## src/tpe_pkg.sv

```systemverilog
// shared types, constants and helpers of the transport-stream payload extractor
package tpe_pkg;

  localparam logic [7:0]  SYNC_BYTE    = 8'h47;
  localparam logic [7:0]  PKT_LAST     = 8'd187;
  localparam logic [8:0]  PKT_END      = 9'd188;
  localparam logic [8:0]  PES_HDR_LEN  = 9'd9;
  localparam logic [7:0]  PUSI_MASK    = 8'h40;
  localparam logic [7:0]  PID_HI_MASK  = 8'h1F;
  localparam logic [7:0]  ADP_MASK     = 8'h20;

  // prefix tracker codes: 0..3 bytes held, then skip and pass-through
  localparam logic [2:0]  MODE_SKIP    = 3'd4;
  localparam logic [2:0]  MODE_PASS    = 3'd5;

  // register indexes and reset values
  localparam logic        REG_PID      = 1'b0;
  localparam logic        REG_SID      = 1'b1;
  localparam logic [12:0] PID_RESET    = 13'd34;
  localparam logic [7:0]  SID_RESET    = 8'hC0;

  // results caused by one input byte
  typedef struct packed {
    logic       err;
    logic       tail_valid;
    logic [7:0] tail;
    logic [2:0] count;
  } bundle_t;

  // byte of the start-code prefix 00 00 01 <stream id> at index idx
  function automatic logic [7:0] held_value(input logic [1:0] idx, input logic [7:0] sid);
    logic [7:0] v;
    case (idx)
      2'd0:    v = 8'h00;
      2'd1:    v = 8'h00;
      2'd2:    v = 8'h01;
      default: v = sid;
    endcase
    return v;
  endfunction

endpackage

```

## src/tpe_cfg.sv

```systemverilog
// configuration registers behind the apb-style port
module tpe_cfg
  import tpe_pkg::*;
(
  input  logic        clk_i,
  input  logic        rst_ni,
  input  logic        psel,
  input  logic        penable,
  input  logic        pwrite,
  input  logic [2:0]  paddr,
  input  logic [31:0] pwdata,
  output logic [31:0] prdata,
  output logic        pready,
  output logic [12:0] pid_o,
  output logic [7:0]  sid_o
);

  logic [12:0] pid_q;
  logic [7:0]  sid_q;
  logic        wr_en;

  assign pready = 1'b1;
  assign wr_en  = psel & penable & pwrite;

  // register writes
  always_ff @(posedge clk_i or negedge rst_ni) begin
    if (!rst_ni) begin
      pid_q <= PID_RESET;
      sid_q <= SID_RESET;
    end else if (wr_en) begin
      case (paddr[2])
        REG_PID: pid_q <= pwdata[12:0];
        REG_SID: sid_q <= pwdata[7:0];
        default: ;
      endcase
    end
  end

  // read back
  always_comb begin
    case (paddr[2])
      REG_PID: prdata = {19'd0, pid_q};
      REG_SID: prdata = {24'd0, sid_q};
      default: prdata = 32'd0;
    endcase
  end

  assign pid_o = pid_q;
  assign sid_o = sid_q;

endmodule

```

## src/tpe_parser.sv

```systemverilog
// pkt header parser and prefix tracker; a byte per cycle into a free bundle register
module tpe_parser
  import tpe_pkg::*;
(
  input  logic        clk_i,
  input  logic        rst_ni,
  input  logic        in_valid_i,
  output logic        in_ready_o,
  input  logic [7:0]  in_byte_i,
  input  logic        in_start_i,
  input  logic [12:0] pid_i,
  input  logic [7:0]  sid_i,
  output logic        bnd_valid_o,
  input  logic        bnd_ready_i,
  output bundle_t     bnd_o
);

  logic [7:0]  pos_q, pos_d;
  logic [12:0] pid_q, pid_d;
  logic        usf_q, usf_d;
  logic        adp_q, adp_d;
  logic [8:0]  bs_q, bs_d;
  logic [2:0]  pmc_q, pmc_d;
  logic [8:0]  skip_q, skip_d;
  logic        halt_q, halt_d;
  logic        bvalid_q;
  bundle_t     bnd_q, res;

  logic        acc;
  logic [7:0]  c_pos;
  logic [12:0] c_pid;
  logic        c_usf, c_adp, c_halt;
  logic [8:0]  c_bs, c_skip, off, end_sum;
  logic [2:0]  c_pmc, pmc_w;
  logic        in_body;

  assign in_ready_o = !bvalid_q || bnd_ready_i;
  assign acc        = in_valid_i && in_ready_o;

  // a new buffer restarts the parser before the byte is looked at
  always_comb begin
    c_pos  = in_start_i ? 8'd0  : pos_q;
    c_pid  = in_start_i ? 13'd0 : pid_q;
    c_usf  = in_start_i ? 1'b0  : usf_q;
    c_adp  = in_start_i ? 1'b0  : adp_q;
    c_bs   = in_start_i ? 9'd0  : bs_q;
    c_pmc  = in_start_i ? 3'd0  : pmc_q;
    c_skip = in_start_i ? 9'd0  : skip_q;
    c_halt = in_start_i ? 1'b0  : halt_q;
  end

  assign off     = {1'b0, c_pos} - c_bs;
  assign in_body = ({1'b0, c_pos} >= c_bs);
  assign pmc_w   = (off == 9'd0) ? (c_usf ? 3'd0 : MODE_PASS) : c_pmc;
  assign end_sum = c_bs + PES_HDR_LEN + {1'b0, in_byte_i};

  // next state and results of the current byte
  always_comb begin
    pos_d  = c_pos;
    pid_d  = c_pid;
    usf_d  = c_usf;
    adp_d  = c_adp;
    bs_d   = c_bs;
    pmc_d  = c_pmc;
    skip_d = c_skip;
    halt_d = c_halt;
    res    = '{err: 1'b0, tail_valid: 1'b0, tail: in_byte_i, count: 3'd0};

    if (!c_halt) begin
      pos_d = (c_pos >= PKT_LAST) ? 8'd0 : c_pos + 8'd1;
      case (c_pos)
        8'd0: begin
          if (in_byte_i != SYNC_BYTE) begin
            res    = '{err: 1'b1, tail_valid: 1'b1, tail: 8'd0, count: 3'd1};
            halt_d = 1'b1;
            pos_d  = c_pos;
          end
        end
        8'd1: begin
          usf_d = |(in_byte_i & PUSI_MASK);
          pid_d = {in_byte_i[4:0], 8'd0};
        end
        8'd2: begin
          pid_d = {c_pid[12:8], in_byte_i};
        end
        8'd3: begin
          adp_d = |(in_byte_i & ADP_MASK);
          bs_d  = adp_d ? 9'd5 : 9'd4;
        end
        default: begin
          if (c_pos == 8'd4 && c_adp) begin
            bs_d = 9'd5 + {1'b0, in_byte_i};
          end else if (in_body && c_pid == pid_i) begin
            pmc_d = pmc_w;
            if (pmc_w < MODE_SKIP) begin
              if (in_byte_i == held_value(pmc_w[1:0], sid_i)) begin
                pmc_d = pmc_w + 3'd1;
                if (pmc_d == MODE_SKIP) begin
                  skip_d = PKT_END;
                end else if (c_pos == PKT_LAST) begin
                  // prefix cut by the packet end: flush held bytes
                  res.count = pmc_d;
                end
              end else begin
                res.count      = pmc_w + 3'd1;
                res.tail_valid = 1'b1;
                pmc_d          = MODE_PASS;
              end
            end else if (pmc_w == MODE_SKIP) begin
              if (off == PES_HDR_LEN - 9'd1) begin
                skip_d = (end_sum > PKT_END) ? PKT_END : end_sum;
              end else if (off >= PES_HDR_LEN && {1'b0, c_pos} >= c_skip) begin
                res.count      = 3'd1;
                res.tail_valid = 1'b1;
              end
            end else begin
              res.count      = 3'd1;
              res.tail_valid = 1'b1;
            end
          end
        end
      endcase
    end
  end

  // parser state
  always_ff @(posedge clk_i or negedge rst_ni) begin
    if (!rst_ni) begin
      pos_q  <= '0;
      pid_q  <= '0;
      usf_q  <= 1'b0;
      adp_q  <= 1'b0;
      bs_q   <= '0;
      pmc_q  <= '0;
      skip_q <= '0;
      halt_q <= 1'b0;
    end else if (acc) begin
      pos_q  <= pos_d;
      pid_q  <= pid_d;
      usf_q  <= usf_d;
      adp_q  <= adp_d;
      bs_q   <= bs_d;
      pmc_q  <= pmc_d;
      skip_q <= skip_d;
      halt_q <= halt_d;
    end
  end

  // bundle register, holds only bytes that gave results
  always_ff @(posedge clk_i or negedge rst_ni) begin
    if (!rst_ni) begin
      bvalid_q <= 1'b0;
    end else if (in_ready_o) begin
      bvalid_q <= acc && (res.count != 3'd0);
    end
  end

  always_ff @(posedge clk_i) begin
    if (acc) begin
      bnd_q <= res;
    end
  end

  assign bnd_valid_o = bvalid_q;
  assign bnd_o       = bnd_q;

endmodule

```

## src/tpe_out.sv

```systemverilog
// output stage: sends a bundle's results one per cycle while m_ready_i is high
module tpe_out
  import tpe_pkg::*;
(
  input  logic       clk_i,
  input  logic       rst_ni,
  input  logic       bnd_valid_i,
  output logic       bnd_ready_o,
  input  bundle_t    bnd_i,
  input  logic [7:0] sid_i,
  output logic       m_valid_o,
  input  logic       m_ready_i,
  output logic [7:0] m_byte_o,
  output logic       m_last_o,
  output logic       m_err_o
);

  logic       valid_q;
  bundle_t    cur_q;
  logic [1:0] idx_q;
  logic       is_last;

  assign is_last     = ({1'b0, idx_q} == cur_q.count - 3'd1);
  assign bnd_ready_o = !valid_q || (m_ready_i && is_last);

  // load a new bundle or step through the current one
  always_ff @(posedge clk_i or negedge rst_ni) begin
    if (!rst_ni) begin
      valid_q <= 1'b0;
      idx_q   <= '0;
    end else if (bnd_ready_o) begin
      valid_q <= bnd_valid_i;
      idx_q   <= '0;
    end else if (m_ready_i) begin
      idx_q <= idx_q + 2'd1;
    end
  end

  always_ff @(posedge clk_i) begin
    if (bnd_ready_o && bnd_valid_i) begin
      cur_q <= bnd_i;
    end
  end

  // the mismatching or passed byte closes the run, held prefix bytes come first
  assign m_valid_o = valid_q;
  assign m_byte_o  = (cur_q.tail_valid && is_last) ? cur_q.tail : held_value(idx_q, sid_i);
  assign m_last_o  = is_last;
  assign m_err_o   = cur_q.err;

endmodule

```

## src/ts_pes_payload_extractor.sv

```systemverilog
// top level of the transport-stream pes payload extractor
//
//  channel   direction  fields
//  s_axis    in         tdata[7:0] data_byte, tuser starts_buffer
//  m_axis    out        tdata[7:0] payload_byte, tlast last_of_run, tuser sync_error
//  apb       in/out     0x0 selected_pid[12:0], 0x4 selected_stream_id[7:0]
//
// one input byte is taken per cycle unless the output backs up; its results land
// in a bundle register the cycle after and are sent one per cycle while the output
// is ready, so the next byte is already taken while they are sent.
// reset restores the register defaults and clears the parser; there is no
// clearing pass. a stalled output backs up through two bundle stages.
module ts_pes_payload_extractor
  import tpe_pkg::*;
(
  input  logic        clk_i,
  input  logic        rst_ni,
  input  logic        s_axis_tvalid_i,
  output logic        s_axis_tready_o,
  input  logic [7:0]  s_axis_tdata_i,   // [7:0] data_byte
  input  logic        s_axis_tuser_i,   // [0] starts_buffer
  output logic        m_axis_tvalid_o,
  input  logic        m_axis_tready_i,
  output logic [7:0]  m_axis_tdata_o,   // [7:0] payload_byte
  output logic        m_axis_tlast_o,
  output logic        m_axis_tuser_o,   // [0] sync_error
  input  logic        psel,
  input  logic        penable,
  input  logic        pwrite,
  input  logic [2:0]  paddr,
  input  logic [31:0] pwdata,
  output logic [31:0] prdata,
  output logic        pready
);

  logic [12:0] sel_pid;
  logic [7:0]  sel_sid;
  logic        bnd_valid, bnd_ready;
  bundle_t     bnd;

  tpe_cfg u_cfg (
    .clk_i   (clk_i),
    .rst_ni  (rst_ni),
    .psel    (psel),
    .penable (penable),
    .pwrite  (pwrite),
    .paddr   (paddr),
    .pwdata  (pwdata),
    .prdata  (prdata),
    .pready  (pready),
    .pid_o   (sel_pid),
    .sid_o   (sel_sid)
  );

  tpe_parser u_parser (
    .clk_i       (clk_i),
    .rst_ni      (rst_ni),
    .in_valid_i  (s_axis_tvalid_i),
    .in_ready_o  (s_axis_tready_o),
    .in_byte_i   (s_axis_tdata_i),
    .in_start_i  (s_axis_tuser_i),
    .pid_i       (sel_pid),
    .sid_i       (sel_sid),
    .bnd_valid_o (bnd_valid),
    .bnd_ready_i (bnd_ready),
    .bnd_o       (bnd)
  );

  tpe_out u_out (
    .clk_i       (clk_i),
    .rst_ni      (rst_ni),
    .bnd_valid_i (bnd_valid),
    .bnd_ready_o (bnd_ready),
    .bnd_i       (bnd),
    .sid_i       (sel_sid),
    .m_valid_o   (m_axis_tvalid_o),
    .m_ready_i   (m_axis_tready_i),
    .m_byte_o    (m_axis_tdata_o),
    .m_last_o    (m_axis_tlast_o),
    .m_err_o     (m_axis_tuser_o)
  );

endmodule
```

## config.mk

```make
export PLATFORM = sky130hd
export DESIGN_NAME = ts_pes_payload_extractor
export DESIGN_NICKNAME = d
export VERILOG_FILES = /design/src/tpe_pkg.sv /design/src/tpe_cfg.sv /design/src/tpe_parser.sv /design/src/tpe_out.sv /design/src/ts_pes_payload_extractor.sv
export SDC_FILE = /design/constraint.sdc
export NUM_CORES = 1
export LEC_CHECK = 0
export BUFFER_PORTS_ARGS = -buffer_cell sky130_fd_sc_hd__buf_2
export CAP_MARGIN = 20
export CORE_UTILIZATION = 39
export CTS_BUF_LIST = sky130_fd_sc_hd__clkbuf_4
export CTS_CLUSTER_DIAMETER = 80
export DETAILED_ROUTE_END_ITERATION = 6
export PLACE_DENSITY = 0.6
export RECOVER_POWER = 100
export SYNTH_ARGS = -nofsm -noshare
export SYNTH_HDL_FRONTEND = slang
export SYNTH_SLANG_ARGS = --single-unit
```

## constraint.sdc

```tcl
create_clock -name clk_i -period 6.2 [get_ports clk_i]
set_input_delay 0.93 -clock clk_i [delete_from_list [all_inputs] [get_ports clk_i]]
set_output_delay 0.93 -clock clk_i [all_outputs]
set_load 0.03 [all_outputs]
```

==> metrics.txt <==
outcome complete, but fails checks; failing checks max-capacitance violations, max-slew violations; Mapped Cells 731; Fillers 1726; Worst Skew 25.1 ps; startpoint types register; crit end category register; die area 18100 sq um; final hold violations 0; io pins 96; crit-path max FO 12; post-route ant nets 0; Setup CP Type register to register; largest family of logic cells by synthesized area compound AO/OA/AOI/OAI gates; CTS clk-pin slew, worst paths 170 ps; PostCTS Resize Cnt 0; Max IR drop VDD 0.183 mV; RSZ-0062 raised after global routing false; Slew Viols, Final 71; fmax 0.186 GHz; Synth Area in XOR/XNOR 4.97%; final HPWL from detailed placement 13.2 mm; drt wl/cell 17.6 um; Synthesis Warnings 0; num rows 48; GR Overflow Total 0; Routed met3 length 956 um; pwr dens 334 nW/um^2; nets@finish 863; register area 2540 sq um; largest net degree at the start of global routing 71; number of port buffers 54; pre-CTS setup slack 426 ps; Initial Util 39.8%; Final WS setup 816 ps; die height 135 um; Seq/Total Area, Yosys 37.0%; Post-synth EDFFs 26; Hold-fix buffers, CTS 0; CP Data Required Time 6610 ps; DRT Pass-1 Iters 5; P_leak 3.05 nW; DRC violations left 0; fin area 7360 sq um; Detailed Route Iter0 Violations 376; Highest Signal Layer met4; routability-driven placement congestion ratio 0.889; Seq cells post-synth 96; number of distinct library cells after synthesis 87; DR vias/cell 5.55; Core Util, Final 42.7%; Num Clock Sinks 96; setup TNS 0 ps; Synth Area in Compound Gates 20.0%; area of the multi-input gates 3950 sq um; clock latency on the worst-skew pair 500 ps; ys async rst share 72.9%; final setup fails 0; htree depth 3; n_diodes 0; max_cap viols 1; Mapped Area 6850 sq um; CTS tree yes; final period utilization 86.8%; layout cell share with drive strength beyond 1 14.5%; area delta synth->final 7.43%; critical path arrival 5800 ps; final wirelength 17.7 mm; first-pass GRT wire length 28.0 mm; met2 routed WL 7.95 mm; Total GRT Usage 20.1%; area of the core 17200 sq um; Slew @ Worst Pin 3950 ps; Rel. slew slack -163%; DRT met1 WL 8.43 mm; initial antenna violation count 0; TritonCTS Buffers 9; Placed Area 7280 sq um; Longest Clk Path Bufs 2; Mean Syn Cell Area 9.37 sq um; predominant post-synthesis flop cell dfrtp_1; Post-Synth Adder-Cell Area 6.79%; Post CTS Setup Buffer Count 0; HP Class register to register; Die X 135 um; mux contribution to synthesized area 5.04%; Root Driver clkbuf_4; Post-Synth Simple-Gate Area 19.9%; total number of vias 5583; vias in the first global route 5068; crit path time final 5380 ps
## sequential cells by signal (all words and copies together) (netlist names), 2 cells and up
register and count:
u_cfg.pid_o 13, u_parser.bnd_o 13, u_parser.pid_q 13, u_out.cur_q 12, u_parser.bs_q 9, u_parser.skip_q 9
u_cfg.sid_o 8, u_parser.pos_q 8, u_parser.pmc_q 3, u_out.idx_q 2
## routing by layer
layer | vias to the layer above | global-route usage [%]
met5 | - | 0
met4 | 0 | 5.99
met3 | 26 | 3.15
met2 | 176 | 31.7
met1 | 2668 | 28.4
li1 | 2713 | -
## through the flow
stage / hold slack (ps) / instances / power, mW
2_1_floorplan: 400 / 749 / 1.84
3_3_place_gp: 402 / 989 / 2.13
3_5_place_dp: 405 / 989 / 2.14
4_1_cts: 441 / 1005 / 2.49
5_1_grt: 453 / 1006 / 2.63
6_report: 438 / 1006 / 2.46
## area by class of cell
cell class	count	share of cell area, %
Inverter	38	1.94
Clock inverter	7	0.901
Timing Repair Buffer	66	4.32
Sequential cell	96	34.5
Multi-Input combinational cell	565	53.6
Clock buffer	9	0.918
Tap cell	225	3.82
## Yosys cell counts (6+ instances only)
library cell,n,area share (%)
nand2_1,75,4.1
dfrtp_1,66,24
nor2_1,57,3.1
o21ai_0,46,3.4
inv_1,38,2.1
ha_1,34,6.2
mux2_2,28,4.6
xnor2_1,27,3.5
edfxtp_1,26,11
a21oi_1,23,1.7
nor2b_1,23,2.1
buf_4,21,2.3
a22o_1,20,2.6
clkbuf_1,20,1.1
nor3_1,15,1.1
a31oi_1,10,0.91
and2_1,10,0.91
xor2_1,10,1.3
nand3_1,9,0.66
a211o_1,8,1.0
nand2b_1,8,0.73
o21a_1,8,0.88
o31ai_1,8,0.88
or3_1,8,0.73
a21o_1,6,0.66
nor4_1,6,0.55
## final timing paths
| check | from | end | slack [ps] | depth (start not counted) |
|---|---|---|---|---|
| setup reg to reg | u_parser.pos_q[0] | u_parser.skip_q[0] | 820 | 21 |
| hold reg to reg | u_parser.bnd_o[10] | u_out.cur_q[10] | 440 | 0 |
| setup / recovery | u_parser.pos_q[0] | u_parser.skip_q[0] | 820 | 21 |
| min in group asynchronous | rst_ni | u_parser.pos_q[7] | 1770 | 1 |
| hold / removal | u_parser.bnd_o[10] | u_out.cur_q[10] | 440 | 0 |
| max in group asynchronous | rst_ni | u_out.idx_q[1] | 2210 | 1 |
## kinds of logic (layout without fill, tap and decap cells)
kind of cell,after synthesis,in the layout
other cells,2,20
fa+ha+maj,36,36
mux,31,31
buf+inv,88,120
flops,96,96
compound gates,187,187
simple gates,253,253
xor+xnor,38,38
## critical path, cell delays in order (launching register included)
cell	delay, ps
dfrtp_1	610
nor2b_1	210
inv_1	90
ha_1	210
fa_1	400
nor2b_1	300
o31ai_1	160
a311oi_1	250
o21ai_0	140
o211ai_1	320
and4_4	340
a21o_1	140
ha_1	300
mux2i_1	250
xnor2_1	130
o221ai_1	120
and4b_1	410
a21o_1	230
nor2_1	50
nor4bb_1	120
or3_1	370
a21o_1	170
## cells in the final DEF (no fill, tap or decap), types with 8 or more instances in the layout
master / count
a21oi_1: 23
o31ai_1: 8
nand2_1: 75
nand3_1: 9
clkbuf_1: 28
a211o_1: 8
xnor2_1: 27
buf_2: 29
ha_1: 34
nor2b_1: 23
nor3_1: 15
o21ai_0: 50
a22o_1: 20
dfrtp_1: 66
a31oi_1: 10
edfxtp_1: 26
buf_4: 9
mux2_2: 28
inv_1: 38
nand2b_1: 8
o21a_1: 8
or3_1: 8
conb_1: 20
nor2_1: 57
xor2_1: 10
clkbuf_4: 9
## power by group
group / switching (mW) / total (mW) / internal [mW]
clock: 0.246 / 0.338 / 0.0918
combinational: 0.695 / 1.13 / 0.437
sequential: 0.168 / 0.989 / 0.820
total: 1.11 / 2.46 / 1.35
Note: power is estimated with default switching activity, not from simulation.
